==> src/sv/pli_pkg.sv <==
// Shared constants and types for the inverse piecewise linear lookup.
package pli_pkg;

  localparam int FIELD_W = 32;  // external value fields, signed Q16.16
  localparam int IDX_W   = 6;   // point index field
  localparam int CNT_W   = 7;   // point count register
  localparam int KIND_W  = 2;   // result kind field

  // Request types
  localparam logic REQ_LOAD  = 1'b0;
  localparam logic REQ_QUERY = 1'b1;

  // Result kinds
  localparam logic [KIND_W-1:0] KIND_INTERP = 2'd0;
  localparam logic [KIND_W-1:0] KIND_FIRST  = 2'd1;
  localparam logic [KIND_W-1:0] KIND_LAST   = 2'd2;

  // Point count reset value and lower limit
  localparam logic [CNT_W-1:0] CNT_RESET = 7'd2;
  localparam logic [CNT_W-1:0] CNT_MIN   = 7'd2;

  typedef logic signed [FIELD_W-1:0] field_t;
  typedef logic [IDX_W-1:0]          index_t;
  typedef logic [KIND_W-1:0]         kind_t;

endpackage

==> src/sv/pli_if.sv <==
// Request and result channel interfaces (valid/ready handshake).
interface pli_req_if;
  import pli_pkg::*;

  logic   valid;
  logic   ready;
  logic   req_type;
  index_t point_index;
  field_t point_x;
  field_t point_y;
  field_t query_value;

  modport source (
    output valid, req_type, point_index, point_x, point_y, query_value,
    input  ready
  );
  modport sink (
    input  valid, req_type, point_index, point_x, point_y, query_value,
    output ready
  );
endinterface

interface pli_rsp_if;
  import pli_pkg::*;

  logic   valid;
  logic   ready;
  field_t result_x;
  kind_t  result_kind;

  modport source (
    output valid, result_x, result_kind,
    input  ready
  );
  modport sink (
    input  valid, result_x, result_kind,
    output ready
  );
endinterface

==> src/sv/pli_table.sv <==
// Support point storage: abscissa and ordinate memories, one write and one read port.
module pli_table #(
  parameter int DEPTH = 64,
  parameter int WIDTH = 32
) (
  input  logic                     clk_i,
  input  logic                     we_i,
  input  logic [$clog2(DEPTH)-1:0] waddr_i,
  input  logic [WIDTH-1:0]         wx_i,
  input  logic [WIDTH-1:0]         wy_i,
  input  logic [$clog2(DEPTH)-1:0] raddr_i,
  output logic [WIDTH-1:0]         rx_o,
  output logic [WIDTH-1:0]         ry_o
);

  logic [WIDTH-1:0] xmem [DEPTH];
  logic [WIDTH-1:0] ymem [DEPTH];

  always_ff @(posedge clk_i) begin
    if (we_i) begin
      xmem[waddr_i] <= wx_i;
      ymem[waddr_i] <= wy_i;
    end
  end

  // registered read
  always_ff @(posedge clk_i) begin
    rx_o <= xmem[raddr_i];
    ry_o <= ymem[raddr_i];
  end

endmodule

==> src/sv/pli_alu.sv <==
// Shared add/subtract unit with carry out.
module pli_alu #(
  parameter int WIDTH = 33
) (
  input  logic [WIDTH-1:0] a_i,
  input  logic [WIDTH-1:0] b_i,
  input  logic             sub_i,
  output logic [WIDTH-1:0] res_o,
  output logic             co_o
);

  logic [WIDTH:0] sum;

  // sub: a + ~b + 1; carry out set means a >= b (unsigned)
  assign sum   = {1'b0, a_i} + {1'b0, b_i ^ {WIDTH{sub_i}}} + (WIDTH+1)'(sub_i);
  assign res_o = sum[WIDTH-1:0];
  assign co_o  = sum[WIDTH];

endmodule

==> src/sv/piecewise_linear_inverse_lookup.sv <==
// Sequence: a load writes the table when accepted; a query reads the first and last points, then
// checks direction and range (a clamped result goes to emit), scans for the interval (a flat one
// goes to emit), forms the differences, negating any negative one, multiplies, divides and adds.
// Throughput: one query at a time; the table scan reads one entry per cycle from the single
// read port, multiply and divide run one bit per cycle; a full output register holds emit.
// Reset: async active low; clears the sequencer, output valid and sets point_count to 2.
module piecewise_linear_inverse_lookup #(
  parameter int MAX_POINTS  = 64,
  parameter int VALUE_WIDTH = 32
) (
  input  logic                      clk_i,
  input  logic                      rst_ni,
  input  logic                      cfg_we_i,
  input  logic [pli_pkg::CNT_W-1:0] cfg_wdata_i,
  pli_req_if.sink                   req,
  pli_rsp_if.source                 rsp
);
  import pli_pkg::*;

  localparam int VW = VALUE_WIDTH;
  localparam int AW = $clog2(MAX_POINTS);
  localparam int CW = $clog2(VALUE_WIDTH);

  // Sequencer states
  localparam logic [3:0] S_IDLE = 4'd0;   // ready for a request
  localparam logic [3:0] S_RD0  = 4'd1;   // read first point
  localparam logic [3:0] S_RDL  = 4'd2;   // read last point, capture first
  localparam logic [3:0] S_CLMP = 4'd3;   // direction and range check
  localparam logic [3:0] S_SCAN = 4'd4;   // interval search, one entry per cycle
  localparam logic [3:0] S_SUB  = 4'd5;   // difference through the adder
  localparam logic [3:0] S_NEG  = 4'd6;   // negate a negative difference
  localparam logic [3:0] S_MUL  = 4'd7;   // shift-add multiply dx * dq
  localparam logic [3:0] S_DIV  = 4'd8;   // restoring divide by dy
  localparam logic [3:0] S_FIN  = 4'd9;   // xi +/- quotient
  localparam logic [3:0] S_EMIT = 4'd10;  // hand result to output register

  // Difference selects
  localparam logic [1:0] SEL_DX = 2'd0;   // xi1 - xi
  localparam logic [1:0] SEL_DQ = 2'd1;   // q - yi
  localparam logic [1:0] SEL_DY = 2'd2;   // yi1 - yi

  logic [3:0]       state_q, state_d;
  logic [CNT_W-1:0] pcnt_q;
  logic [AW-1:0]    last_idx;

  // query context
  logic [VW-1:0] q_q;
  logic [VW-1:0] px_q, py_q;          // previously read point
  logic          ninc_q;
  logic [AW-1:0] ptr_q;
  logic [VW-1:0] xi_q, yi_q, xi1_q, yi1_q;

  // arithmetic registers
  logic [1:0]    sel_q;
  logic          sign_q;
  logic [VW:0]   t_q;
  logic [VW-1:0] mc_q;                // multiplicand dx
  logic [VW-1:0] ph_q, pl_q;          // product high/low; remainder and quotient
  logic [VW-1:0] dvs_q;               // divisor dy
  logic [CW-1:0] step_q;

  logic [FIELD_W-1:0] res_q;
  kind_t              kind_q;

  logic               out_vld_q;
  logic [FIELD_W-1:0] out_x_q;
  kind_t              out_kind_q;

  // memory ports
  logic          mem_we;
  logic [AW-1:0] mem_waddr, mem_raddr;
  logic [VW-1:0] rd_x, rd_y;

  // adder
  logic [VW:0] alu_a, alu_b, alu_res;
  logic        alu_sub, alu_co;

  logic          req_acc, slot_free, idx_ok;
  logic          ninc_now, clamp_first, clamp_last, hit, flat, neg, diff_done, step_last;
  logic [AW-1:0] k0;
  logic [VW-1:0] xi_sel, yi_sel, xi1_sel, yi1_sel;

  // ---------------------------------------------------------------------------
  // Configuration: point count, limited to [2, MAX_POINTS] on use
  // ---------------------------------------------------------------------------
  always_ff @(posedge clk_i or negedge rst_ni) begin
    if (!rst_ni) begin
      pcnt_q <= CNT_RESET;
    end else if (cfg_we_i) begin
      pcnt_q <= cfg_wdata_i;
    end
  end

  always_comb begin
    if (pcnt_q < CNT_MIN) begin
      last_idx = AW'(1);
    end else if (32'(pcnt_q) >= 32'(MAX_POINTS)) begin
      last_idx = AW'(MAX_POINTS - 1);
    end else begin
      last_idx = AW'(pcnt_q - 7'd1);
    end
  end

  // ---------------------------------------------------------------------------
  // Handshake and table write
  // ---------------------------------------------------------------------------
  assign req.ready = (state_q == S_IDLE);
  assign req_acc   = req.valid && req.ready;
  assign slot_free = !out_vld_q || rsp.ready;

  // loads beyond the table depth are dropped
  assign idx_ok    = 32'(req.point_index) < 32'(MAX_POINTS);
  assign mem_we    = req_acc && (req.req_type == REQ_LOAD) && idx_ok;
  assign mem_waddr = AW'(req.point_index);

  pli_table #(
    .DEPTH (MAX_POINTS),
    .WIDTH (VW)
  ) u_table (
    .clk_i   (clk_i),
    .we_i    (mem_we),
    .waddr_i (mem_waddr),
    .wx_i    (VW'(req.point_x)),
    .wy_i    (VW'(req.point_y)),
    .raddr_i (mem_raddr),
    .rx_o    (rd_x),
    .ry_o    (rd_y)
  );

  // ---------------------------------------------------------------------------
  // Decisions on the read data
  // ---------------------------------------------------------------------------
  // In S_CLMP py_q holds the first y and rd_y the last y.
  // Equal end ordinates count as decreasing.
  assign ninc_now    = $signed(py_q) < $signed(rd_y);
  assign clamp_first = ninc_now ? !($signed(py_q) < $signed(q_q))
                                : !($signed(q_q) < $signed(py_q));
  assign clamp_last  = ninc_now ? !($signed(q_q) < $signed(rd_y))
                                : !($signed(rd_y) < $signed(q_q));
  // first scan entry: 1 going up, n-2 going down
  assign k0 = ninc_now ? AW'(1) : last_idx - AW'(1);

  // scan hit: entry y not below the query; both directions stop at first hit
  assign hit     = !($signed(rd_y) < $signed(q_q));
  assign xi_sel  = ninc_q ? px_q : rd_x;
  assign yi_sel  = ninc_q ? py_q : rd_y;
  assign xi1_sel = ninc_q ? rd_x : px_q;
  assign yi1_sel = ninc_q ? rd_y : py_q;
  assign flat    = (yi_sel == yi1_sel);

  assign neg       = alu_res[VW];
  assign diff_done = (state_q == S_NEG) || ((state_q == S_SUB) && !neg);
  assign step_last = (step_q == CW'(VW - 1));

  always_comb begin
    unique case (state_q)
      S_RD0:   mem_raddr = '0;
      S_RDL:   mem_raddr = last_idx;
      S_CLMP:  mem_raddr = k0;
      S_SCAN:  mem_raddr = ptr_q;
      default: mem_raddr = '0;
    endcase
  end

  // ---------------------------------------------------------------------------
  // Shared adder: differences and their negation, multiply steps, divide steps, final sum
  // ---------------------------------------------------------------------------
  always_comb begin
    alu_a   = '0;
    alu_b   = '0;
    alu_sub = 1'b0;
    unique case (state_q)
      S_SUB: begin
        alu_sub = 1'b1;
        unique case (sel_q)
          SEL_DX: begin
            alu_a = {xi1_q[VW-1], xi1_q};
            alu_b = {xi_q[VW-1], xi_q};
          end
          SEL_DQ: begin
            alu_a = {q_q[VW-1], q_q};
            alu_b = {yi_q[VW-1], yi_q};
          end
          SEL_DY: begin
            alu_a = {yi1_q[VW-1], yi1_q};
            alu_b = {yi_q[VW-1], yi_q};
          end
          default: begin
            alu_a = '0;
            alu_b = '0;
          end
        endcase
      end
      S_NEG: begin
        alu_sub = 1'b1;
        alu_b   = t_q;
      end
      S_MUL: begin
        alu_a = {1'b0, ph_q};
        alu_b = pl_q[0] ? {1'b0, mc_q} : '0;
      end
      S_DIV: begin
        alu_sub = 1'b1;
        alu_a   = {ph_q, pl_q[VW-1]};
        alu_b   = {1'b0, dvs_q};
      end
      S_FIN: begin
        alu_sub = sign_q;
        alu_a   = {xi_q[VW-1], xi_q};
        alu_b   = {1'b0, pl_q};
      end
      default: begin
        alu_sub = 1'b0;
      end
    endcase
  end

  pli_alu #(
    .WIDTH (VW + 1)
  ) u_alu (
    .a_i   (alu_a),
    .b_i   (alu_b),
    .sub_i (alu_sub),
    .res_o (alu_res),
    .co_o  (alu_co)
  );

  // ---------------------------------------------------------------------------
  // Sequencer
  // ---------------------------------------------------------------------------
  always_comb begin
    state_d = state_q;
    unique case (state_q)
      S_IDLE: if (req_acc && (req.req_type == REQ_QUERY)) state_d = S_RD0;
      S_RD0:  state_d = S_RDL;
      S_RDL:  state_d = S_CLMP;
      S_CLMP: state_d = (clamp_first || clamp_last) ? S_EMIT : S_SCAN;
      S_SCAN: begin
        if (hit) begin
          state_d = flat ? S_EMIT : S_SUB;
        end
      end
      S_SUB: begin
        if (neg) begin
          state_d = S_NEG;
        end else if (sel_q == SEL_DY) begin
          state_d = S_MUL;
        end
      end
      S_NEG:  state_d = (sel_q == SEL_DY) ? S_MUL : S_SUB;
      S_MUL:  if (step_last) state_d = S_DIV;
      S_DIV:  if (step_last) state_d = S_FIN;
      S_FIN:  state_d = S_EMIT;
      S_EMIT: if (slot_free) state_d = S_IDLE;
      default: state_d = S_IDLE;
    endcase
  end

  always_ff @(posedge clk_i or negedge rst_ni) begin
    if (!rst_ni) begin
      state_q <= S_IDLE;
    end else begin
      state_q <= state_d;
    end
  end

  // ---------------------------------------------------------------------------
  // Datapath registers
  // ---------------------------------------------------------------------------
  always_ff @(posedge clk_i) begin
    unique case (state_q)
      S_IDLE: begin
        if (req_acc) q_q <= VW'(req.query_value);
      end
      S_RDL: begin
        px_q <= rd_x;
        py_q <= rd_y;
      end
      S_CLMP: begin
        ninc_q <= ninc_now;
        ptr_q  <= ninc_now ? AW'(2) : last_idx - AW'(2);
        if (clamp_first) begin
          res_q  <= FIELD_W'($signed(px_q));
          kind_q <= KIND_FIRST;
        end else if (clamp_last) begin
          res_q  <= FIELD_W'($signed(rd_x));
          kind_q <= KIND_LAST;
        end else if (!ninc_now) begin
          // going down, the last point is the upper neighbor
          px_q <= rd_x;
          py_q <= rd_y;
        end
      end
      S_SCAN: begin
        if (hit) begin
          xi_q   <= xi_sel;
          yi_q   <= yi_sel;
          xi1_q  <= xi1_sel;
          yi1_q  <= yi1_sel;
          sign_q <= 1'b0;
          sel_q  <= SEL_DX;
          res_q  <= FIELD_W'(xi_sel);   // flat interval result
          kind_q <= KIND_INTERP;
        end else begin
          px_q  <= rd_x;
          py_q  <= rd_y;
          ptr_q <= ninc_q ? ptr_q + AW'(1) : ptr_q - AW'(1);
        end
      end
      S_SUB: begin
        if (neg) begin
          t_q    <= alu_res;
          sign_q <= ~sign_q;
        end
      end
      S_MUL: begin
        ph_q   <= alu_res[VW:1];
        pl_q   <= {alu_res[0], pl_q[VW-1:1]};
        step_q <= step_last ? '0 : step_q + CW'(1);
      end
      S_DIV: begin
        ph_q   <= alu_co ? alu_res[VW-1:0] : {ph_q[VW-2:0], pl_q[VW-1]};
        pl_q   <= {pl_q[VW-2:0], alu_co};
        step_q <= step_last ? '0 : step_q + CW'(1);
      end
      S_FIN: begin
        res_q  <= FIELD_W'(alu_res[VW-1:0]);
        kind_q <= KIND_INTERP;
      end
      default: begin
      end
    endcase

    // a magnitude is ready: park it and move to the next difference
    if (diff_done) begin
      unique case (sel_q)
        SEL_DX:  mc_q  <= alu_res[VW-1:0];
        SEL_DQ:  pl_q  <= alu_res[VW-1:0];
        SEL_DY:  dvs_q <= alu_res[VW-1:0];
        default: mc_q  <= mc_q;
      endcase
      sel_q  <= sel_q + 2'd1;
      ph_q   <= '0;
      step_q <= '0;
    end
  end

  // ---------------------------------------------------------------------------
  // Output register
  // ---------------------------------------------------------------------------
  always_ff @(posedge clk_i or negedge rst_ni) begin
    if (!rst_ni) begin
      out_vld_q <= 1'b0;
    end else if ((state_q == S_EMIT) && slot_free) begin
      out_vld_q <= 1'b1;
    end else if (rsp.ready) begin
      out_vld_q <= 1'b0;
    end
  end

  always_ff @(posedge clk_i) begin
    if ((state_q == S_EMIT) && slot_free) begin
      out_x_q    <= res_q;
      out_kind_q <= kind_q;
    end
  end

  assign rsp.valid       = out_vld_q;
  assign rsp.result_x    = out_x_q;
  assign rsp.result_kind = out_kind_q;

  // ---------------------------------------------------------------------------
  // Assertions
  // ---------------------------------------------------------------------------
  // interval choice keeps dq <= dy, so the remainder never reaches the divisor
  a_rem_below_div: assert property (@(posedge clk_i) disable iff (!rst_ni)
    (state_q == S_DIV) |-> (ph_q < dvs_q))
    else $error("divide remainder not below divisor");

  a_div_nonzero: assert property (@(posedge clk_i) disable iff (!rst_ni)
    ((state_q == S_MUL) || (state_q == S_DIV)) |-> (dvs_q != '0))
    else $error("zero divisor in multiply/divide");

  a_query_busy: assert property (@(posedge clk_i) disable iff (!rst_ni)
    (req.valid && req.ready && (req.req_type == REQ_QUERY)) |=>
      ((state_q == S_RD0) && !req.ready))
    else $error("query request did not start the sequencer");

  a_out_from_emit: assert property (@(posedge clk_i) disable iff (!rst_ni)
    $rose(rsp.valid) |-> ($past(state_q) == S_EMIT))
    else $error("result valid raised outside emit");

endmodule
==> src/flat_wrapper.sv <==
// flat-port wrapper written by rule: the top's interface ports become plain ports
module piecewise_linear_inverse_lookup_flat import pli_pkg::*;
#(
  parameter int MAX_POINTS  = 64,
  parameter int VALUE_WIDTH = 32
)
  (clk_i, rst_ni, cfg_we_i, cfg_wdata_i, req_valid, req_req_type, req_point_index, req_point_x, req_point_y, req_query_value, req_ready, rsp_valid, rsp_result_x, rsp_result_kind, rsp_ready);
  pli_req_if req_i ();
  pli_rsp_if rsp_i ();
  input  logic clk_i;
  input  logic rst_ni;
  input  logic cfg_we_i;
  input  logic [pli_pkg::CNT_W-1:0] cfg_wdata_i;
  input wire logic [$bits(req_i.valid)-1:0] req_valid;
  input wire logic [$bits(req_i.req_type)-1:0] req_req_type;
  input wire logic [$bits(req_i.point_index)-1:0] req_point_index;
  input wire logic [$bits(req_i.point_x)-1:0] req_point_x;
  input wire logic [$bits(req_i.point_y)-1:0] req_point_y;
  input wire logic [$bits(req_i.query_value)-1:0] req_query_value;
  output wire logic [$bits(req_i.ready)-1:0] req_ready;
  output wire logic [$bits(rsp_i.valid)-1:0] rsp_valid;
  output wire logic [$bits(rsp_i.result_x)-1:0] rsp_result_x;
  output wire logic [$bits(rsp_i.result_kind)-1:0] rsp_result_kind;
  input wire logic [$bits(rsp_i.ready)-1:0] rsp_ready;
  assign req_i.valid = req_valid;
  assign req_i.req_type = req_req_type;
  assign req_i.point_index = req_point_index;
  assign req_i.point_x = req_point_x;
  assign req_i.point_y = req_point_y;
  assign req_i.query_value = req_query_value;
  assign req_ready = req_i.ready;
  assign rsp_valid = rsp_i.valid;
  assign rsp_result_x = rsp_i.result_x;
  assign rsp_result_kind = rsp_i.result_kind;
  assign rsp_i.ready = rsp_ready;
  piecewise_linear_inverse_lookup #(.MAX_POINTS(MAX_POINTS), .VALUE_WIDTH(VALUE_WIDTH)) u_core (.clk_i(clk_i), .rst_ni(rst_ni), .cfg_we_i(cfg_we_i), .cfg_wdata_i(cfg_wdata_i), .req(req_i), .rsp(rsp_i));
endmodule
==> config.mk <==
export PLATFORM = sky130hd
export DESIGN_NAME = piecewise_linear_inverse_lookup_flat
export DESIGN_NICKNAME = d
export VERILOG_FILES = /design/src/sv/pli_pkg.sv /design/src/sv/pli_if.sv /design/src/sv/pli_table.sv /design/src/sv/pli_alu.sv /design/src/sv/piecewise_linear_inverse_lookup.sv /design/src/flat_wrapper.sv
export SDC_FILE = /design/constraint.sdc
export NUM_CORES = 2
export LEC_CHECK = 0
export CAP_MARGIN = 20
export CELL_PAD_IN_SITES_DETAIL_PLACEMENT = 1
export CELL_PAD_IN_SITES_GLOBAL_PLACEMENT = 1
export CORE_ASPECT_RATIO = 1.5
export CORE_MARGIN = 1
export CORE_UTILIZATION = 35
export DETAILED_ROUTE_END_ITERATION = 6
export DONT_BUFFER_PORTS = 1
export GPL_TIMING_DRIVEN = 0
export PLACE_DENSITY_LB_ADDON = 0.05
export SYNTH_ARGS = -nofsm -noshare
export SYNTH_HDL_FRONTEND = slang
export SYNTH_SLANG_ARGS = --single-unit
==> constraint.sdc <==
create_clock -name clk_i -period 11.6 [get_ports clk_i]
set_clock_uncertainty 0.2 [all_clocks]
set_input_delay 0.58 -clock clk_i [delete_from_list [all_inputs] [get_ports clk_i]]
set_output_delay 0.58 -clock clk_i [all_outputs]
set_load 0.03 [all_outputs]
# Word level (Yosys, flattened, before mapping)

Memory sizes are Yosys's and may differ from the RTL's. A register that Yosys moved wholly into a read port is not among the register bits.
Cells that the tools add are included.
W data, S select, Z words.

Muxes and demuxes: 64
Reduce and logical (&&, ||, !) cells: 37
Bitwise gates (word level): 4
$lt $le $gt $ge: 7
Equal/unequal tests: 27
$add $sub $neg: 9

Operator list:

| kind                  | count |
|---|---|
| $mux W32              | 19 |
| $pmux W32 S3          | 3 |
| $pmux W33 S5          | 1 |
| $lt A32 B32 Y1        | 5 |
| $pmux W33 S4          | 1 |
| $pmux W32 S2          | 2 |
| $pmux W33 S3          | 1 |
| $pmux W33 S2          | 1 |
| $pmux W4 S11          | 1 |
| $mux W4               | 9 |
| $mux W6               | 6 |
| $add A33 B33 Y34      | 1 |
| $add A34 B1 Y34       | 1 |
| $xor A33 B33 Y33      | 1 |
| $eq A32 B32 Y1        | 1 |
| $pmux W6 S3           | 1 |
| $sub A6 B1 Y6 const B | 3 |
| $eq A4 B3 Y1 const B  | 4 |
| $reduce_and A2 Y1     | 7 |
| $eq A4 B4 Y1 const B  | 3 |
| $mux W2               | 6 |
| $ne A2 B2 Y1 const B  | 6 |
| $pmux W6 S2           | 1 |
| $ne A2 B1 Y1 const B  | 5 |
| 30 further kinds      | 59 |

Word-level logic and storage cells: 174
Flip-flop bits (word level): 479
RAM bits: 4096
Memories: 2
Output and inout bits: 36

Memory list:

| memory              | words | bits a word | rd ports | clocked after Yosys merged registers in | write ports | RTL line        | text |
|---|---|---|---|---|---|---|---|
| u_core.u_table.xmem | 64    | 32          | 1        | 1                                       | 1           | pli_table.sv:16 | `logic [WIDTH-1:0] xmem [DEPTH];` |
| u_core.u_table.ymem | 64    | 32          | 1        | 1                                       | 1           | pli_table.sv:17 | `logic [WIDTH-1:0] ymem [DEPTH];` |

# Depth between registers and ports, before layout

Depth in word-level cells: 12
Depth in mapped cells: 22

# By module

From an unflattened synthesis, not the netlist that was laid out.

Cells, all modules: 8785
Area, all modules: 181276.4 sq um

By module, submodules not included:

| module                          | seq. area each (sq um) | cells an instance | area an instance (sq um) | times used |
|---|---|---|---|---|
| pli_table                       | 124279.2               | 6505              | 155795.7                 | 1 |
| piecewise_linear_inverse_lookup | 13634.3                | 1982              | 23359.9                  | 1 |
| pli_alu                         | 0.0                    | 298               | 2120.8                   | 1 |

# Worst setup path after synthesis

Ideal clock, no wire load.

Path kind: register to register
Start: register u_core.u_table.ry_o[31] (read register of u_core.u_table.ymem)
End: register u_core.px_q[0], enable pin
Slack: 3.990 ns
Required time: 10.826 ns
Stages on the path, launching flop included: 12
Library setup time: 0.574 ns
Arrival time: 6.836 ns
Cell sequence: dfxtp_1 > inv_1 > ha_1 > nand4_1 > nor4_1 > inv_1 > or3_1 > nor2_1 > o31ai_1 > nand4b_1 > mux2_2 > o21ai_0

Longest elaborated chain between the ends: 5

RTL lines:

| what                                       | RTL line                                                                                                               | text |
|---|---|---|
| from (decl)                                | pli_table.sv:13                                                                                                        | `output logic [WIDTH-1:0] ry_o` |
| $lt A32 B32 Y1, on equally long branches   | piecewise_linear_inverse_lookup.sv:139, piecewise_linear_inverse_lookup.sv:144, piecewise_linear_inverse_lookup.sv:138 |  |
| $logic_not A1 Y1, on equally long branches | piecewise_linear_inverse_lookup.sv:139, piecewise_linear_inverse_lookup.sv:138                                         |  |
| $mux W1                                    | piecewise_linear_inverse_lookup.sv:138                                                                                 | `assign clamp_last = ninc_now ? !($signed(q_q) < $signed(rd_y))` |
| $ne A2 B2 Y1 (no line)                     | --                                                                                                                     |  |
| $reduce_and A5 Y1 (no line) *              | --                                                                                                                     |  |
| to (signal assigned)                       | piecewise_linear_inverse_lookup.sv:276                                                                                 | `px_q <= rd_x;` |
| to (signal assigned)                       | piecewise_linear_inverse_lookup.sv:290                                                                                 | `px_q <= rd_x;` |
| to (signal assigned)                       | piecewise_linear_inverse_lookup.sv:305                                                                                 | `px_q <= rd_x;` |
| to (decl)                                  | piecewise_linear_inverse_lookup.sv:48                                                                                  | `logic [VW-1:0] px_q, py_q;` |

Mark *: on every way between the ends. The rest lies on a longest branch, timed or not.
A chain may end at the register's enable or synchronous reset.

# Worst setup path in the final report

Start: register u_core.u_table.ry_o[7] (read register of u_core.u_table.ymem)
End: register u_core.u_table.rx_o[22] (read register of u_core.u_table.xmem)

Longest elaborated chain between the ends: 3

RTL lines:

| what           | RTL line                               | text |
|---|---|---|
| $lt A32 B32 Y1 | piecewise_linear_inverse_lookup.sv:135 | `assign ninc_now = $signed(py_q) < $signed(rd_y);` |
| $mux W6        | piecewise_linear_inverse_lookup.sv:141 | `assign k0 = ninc_now ? AW'(1) : last_idx - AW'(1);` |
| $pmux W6 S3    | piecewise_linear_inverse_lookup.sv:156 | `unique case (state_q)` |
| to (decl)      | pli_table.sv:12                        | `output logic [WIDTH-1:0] rx_o,` |

No other way between the ends.

==> metrics.md <==
| Metric | Value |
|---|---|
| Status | `complete, but fails checks` |
| Failing checks | `design-rule violations` |
| Post-synthesis compound-gate area fraction | `0.0724` |
| Drt total wl | `849000 um` |
| NumNets Final | `between 10000 and 15000` |
| Mean Syn Cell Area | `approximately 14 um^2` |
| CTS tree | `yes` |
| H-tree depth | `5` |
| Pwr dens | `336 nW/um^2` |
| Synth Area in Simple Gates | `0.108` |
| Die W | `599 um` |
| Slew @ Worst Pin | `1.44 ns` |
| RR Endpoint | `u_core.u_table.rx_o[22]` |
| Root Buffer | `clkbuf_16` |
| Setup repair after global routing missed its margin | `no` |
| Starting Density | `0.351` |
| CP cell instances | `inv_1 -> ha_1 -> inv_1 -> o211ai_1 -> a2111o_1 -> o21a_1 -> o31a_1 -> nor2_1 -> buf_2 -> buf_2 -> buf_2 -> clkbuf_1 -> nand3_1 -> a32oi_1 -> o211ai_1 -> a32oi_1 -> o221ai_1` |
| CP peak stage delay | `1.14 ns` |
| Drt initial violations | `approximately 14000` |
| Die height | `897 um` |
| Worst skew pair latency | `1.06 ns` |
| Final design utilization | `0.416` |
| Largest family of logic cells by synthesized area | `simple AND/OR/NAND/NOR gates` |
| R2r setup slk | `between 2 and 2.5 ns` |
| Routed Antenna Nets | `0` |
| Design Area, Final | `221000 um^2` |
| P_leak | `between 70 and 80 nW` |
| Crit end category | `flop` |
| Post-CTS resize count | `0` |
| Antenna violations before repair | `115` |
| R2R depth | `17` |
| Vias per cell | `5.75` |
| CTS max path bufs | `4` |
| Clk slew on worst S/H paths | `0.07 ns` |
| DP Area | `202000 um^2` |
| # IOs | `151` |
| Area share of fa/ha/maj cells after synthesis | `0.00986` |
| Yosys reg bits | `4639` |
| Commonest non-fill, non-tap cell in the layout | `edfxtp_1` |
| Final period utilization | `0.822` |
| Cell area after synthesis | `187000 um^2` |
| Remaining global-route overflow | `0` |
| Hold wc startpoint | `u_core.res_q[26]` |
| Crit path launch | `u_core.u_table.ry_o[7]` |
| Worst VDD drop | `roughly 0.00024 V` |
| Wire per inst | `~39 um` |
| Cell taking the most area after synthesis | `edfxtp_1` |
| Pins Over Slew Limit | `0` |
| Global-route wire length before repair | `1130000 um` |
| Top cell by count, worst path | `buf_2` |
| Post-route minimum period | `9.53 ns` |
| Syn_nets | `around 13000` |
| Share of cells above drive strength 1 | `0.118` |
| Sink Count | `4639` |
| TritonRoute pass-1 iters | `7` |
| Overall power | `roughly 74 mW` |
| Crit path kind | `reg2reg` |
| Crit path arrival time | `slightly above 10 ns` |
| CP Capture Point | `u_core.u_table.rx_o[22]` |
| WHS | `~0.22 ns` |
| Critical Path RT | `12.12 ns` |
| Total track usage | `0.311` |
| Area growth from synthesis to final layout | `18.5%` |
| DIE AREA | `between 500000 and 600000 um^2` |
| Ys flop type | `edfxtp_1` |
| GPL Wtd Cong | `0.908` |
| Core Area | `532000 um^2` |
| Sequential element share of the synthesized area | `0.738` |
| Fmax | `105 MHz` |
| Startpoint Class | `flop` |
| CP max-delay cell | `a32oi_1` |
| Largest cells by area after synthesis | `edfxtp_1, nand2_1, nand3_1` |
| Worst slew margin | `0.0419` |
| Hold Violations, Final | `0` |
| Final setup viols | `0` |
| Yosys top cell area share | `0.722` |
| Maxcap violations | `0` |
| Worst r2r src | `u_core.u_table.ry_o[7]` |
| Vias in the first global route | `128000` |
| Hold WC Path Type | `reg2reg` |
| CTS buffer count | `466` |
| Post-synthesis cell type count | `97` |
| IO buf count | `0` |
| Mux share of post-synthesis cell area | `0.0455` |
| EDFF count, synth | `between 4000 and 5000` |
| Cell Rows | `328` |
| Warnings, synthesis | `0` |
| FFs w/ async S/R, synth | `0.00259` |
| Setup_tns | `0 ns` |
| Commonest non-fill, non-tap cells in the layout | `edfxtp_1, nand2_1, nand3_1` |
| DR vias | `between 100k and 150k` |
| Post-synthesis xor/xnor area fraction | `0.00351` |
| Detail Placement HPWL | `622000 um` |
| Largest net degree at the start of global routing | `68` |
| # DRC | `2` |
| Post-Synthesis Cells | `13000` |
| CP max FO | `11` |
metrics by stage:
stage	setup slack [ns]	std cells
2_1_floorplan	3.99	13000
3_3_place_gp	-3.57	20100
3_5_place_dp	2.15	20400
4_1_cts	2.11	21500
5_1_grt	2.32	21600
6_report	2.07	21700
repair_timing:
action / 4_1_cts / 5_1_grt
buffers inserted: 0 / 0
hold buffers: 215 / 0
hold endpoints to repair: 4218 / 0
worst min-delay path by stage:
stage / slack (ns) / depth (start not counted) / endpoint
3_5_place_dp: 0.08 / 0 / u_core.pcnt_q[0]
4_1_cts: 0.18 / 3 / u_core.pcnt_q[6]
2_1_floorplan: 0.08 / 0 / u_core.pcnt_q[0]
5_1_grt: 0.22 / 0 / u_core.rsp.result_x[12]
3_3_place_gp: 0.08 / 0 / u_core.pcnt_q[0]
6_report: 0.22 / 0 / u_core.rsp.result_x[26]
synthesized netlist by cell type, drive strengths merged (45+ instances only):
cell type  count
xnor2         59
inv          120
a31oi        266
edfxtp      4494
nor2         230
nand3       1030
and3         300
a221oi        63
mux2          60
a32oi        110
o211ai        45
dfxtp        133
a22oi        144
o221ai        50
clkbuf       552
nand2       3000
a32o          56
mux4         204
a211oi       194
a222oi        92
a21oi        173
a311o         68
mux2i        323
o21ai        271
o22ai         51
a311oi       108
ha           144
buf          323
critical path, delay by kind of cell, from the launching register on:
| family | cells | cell delay (ns) |
|---|---|---|
| adders and majority gates | 1 | 0.37 |
| buffers and inverters | 6 | 2.70 |
| AOI/OAI and AO/OA | 8 | 4.39 |
| DFF | 1 | 0.88 |
| and+or+nand+nor | 2 | 0.57 |
power by group:
group	total (mW)	leakage (nW)	internal (mW)	switching, mW
combinational	39.0	25.0	9.70	29.3
clock	15.4	7.33	8.62	6.78
sequential	20.0	41.7	19.4	0.608
state kept, by name (all words and copies together) (netlist names), 7 cells and up:
name                 count
u_core.dvs_q            32
u_core.mc_q             32
u_core.pcnt_q            7
u_core.ph_q             32
u_core.pl_q             32
u_core.px_q             32
u_core.py_q             32
u_core.q_q              32
u_core.res_q            32
u_core.rsp.result_x     32
u_core.t_q              32
u_core.u_table.rx_o     32
u_core.u_table.ry_o     32
u_core.u_table.xmem   2048
u_core.u_table.ymem   2048
u_core.xi1_q            32
u_core.xi_q             32
u_core.yi1_q            32
u_core.yi_q             32
kinds of logic (layout without fill, tap and decap cells):
| family | count (synthesis) | after routing |
|---|---|---|
| flip-flops | 4639 | 4639 |
| XOR/XNOR | 74 | 74 |
| AND/OR/NAND/NOR | 4706 | 4706 |
| multiplexers | 587 | 587 |
| adder cells (fa/ha/maj) | 146 | 146 |
| AO/OA/AOI/OAI | 1851 | 1851 |
| buffers and inverters | 995 | 2398 |
| other | 0 | 172 |
area by class of cell:
cell class	count	area [um^2]
Inverter	120	455
Tap cell	7095	8880
Multi-Input combinational cell	7364	45300
Antenna cell	172	430
Clock buffer	613	12600
Fill cell	53600	311000
Timing Repair Buffer	547	9420
Sequential cell	4639	138000
Clock inverter	243	2420
Buffer	875	3870
layer usage:
layer	routed length, um	GRT usage	vias up
met5	116	0	-
met4	64800	0.203	18
met3	45500	0.0358	1482
met2	426000	0.543	4816
met1	313000	0.360	66300
li1	-	-	52000
No activity file was read; power rests on OpenSTA's default activity.
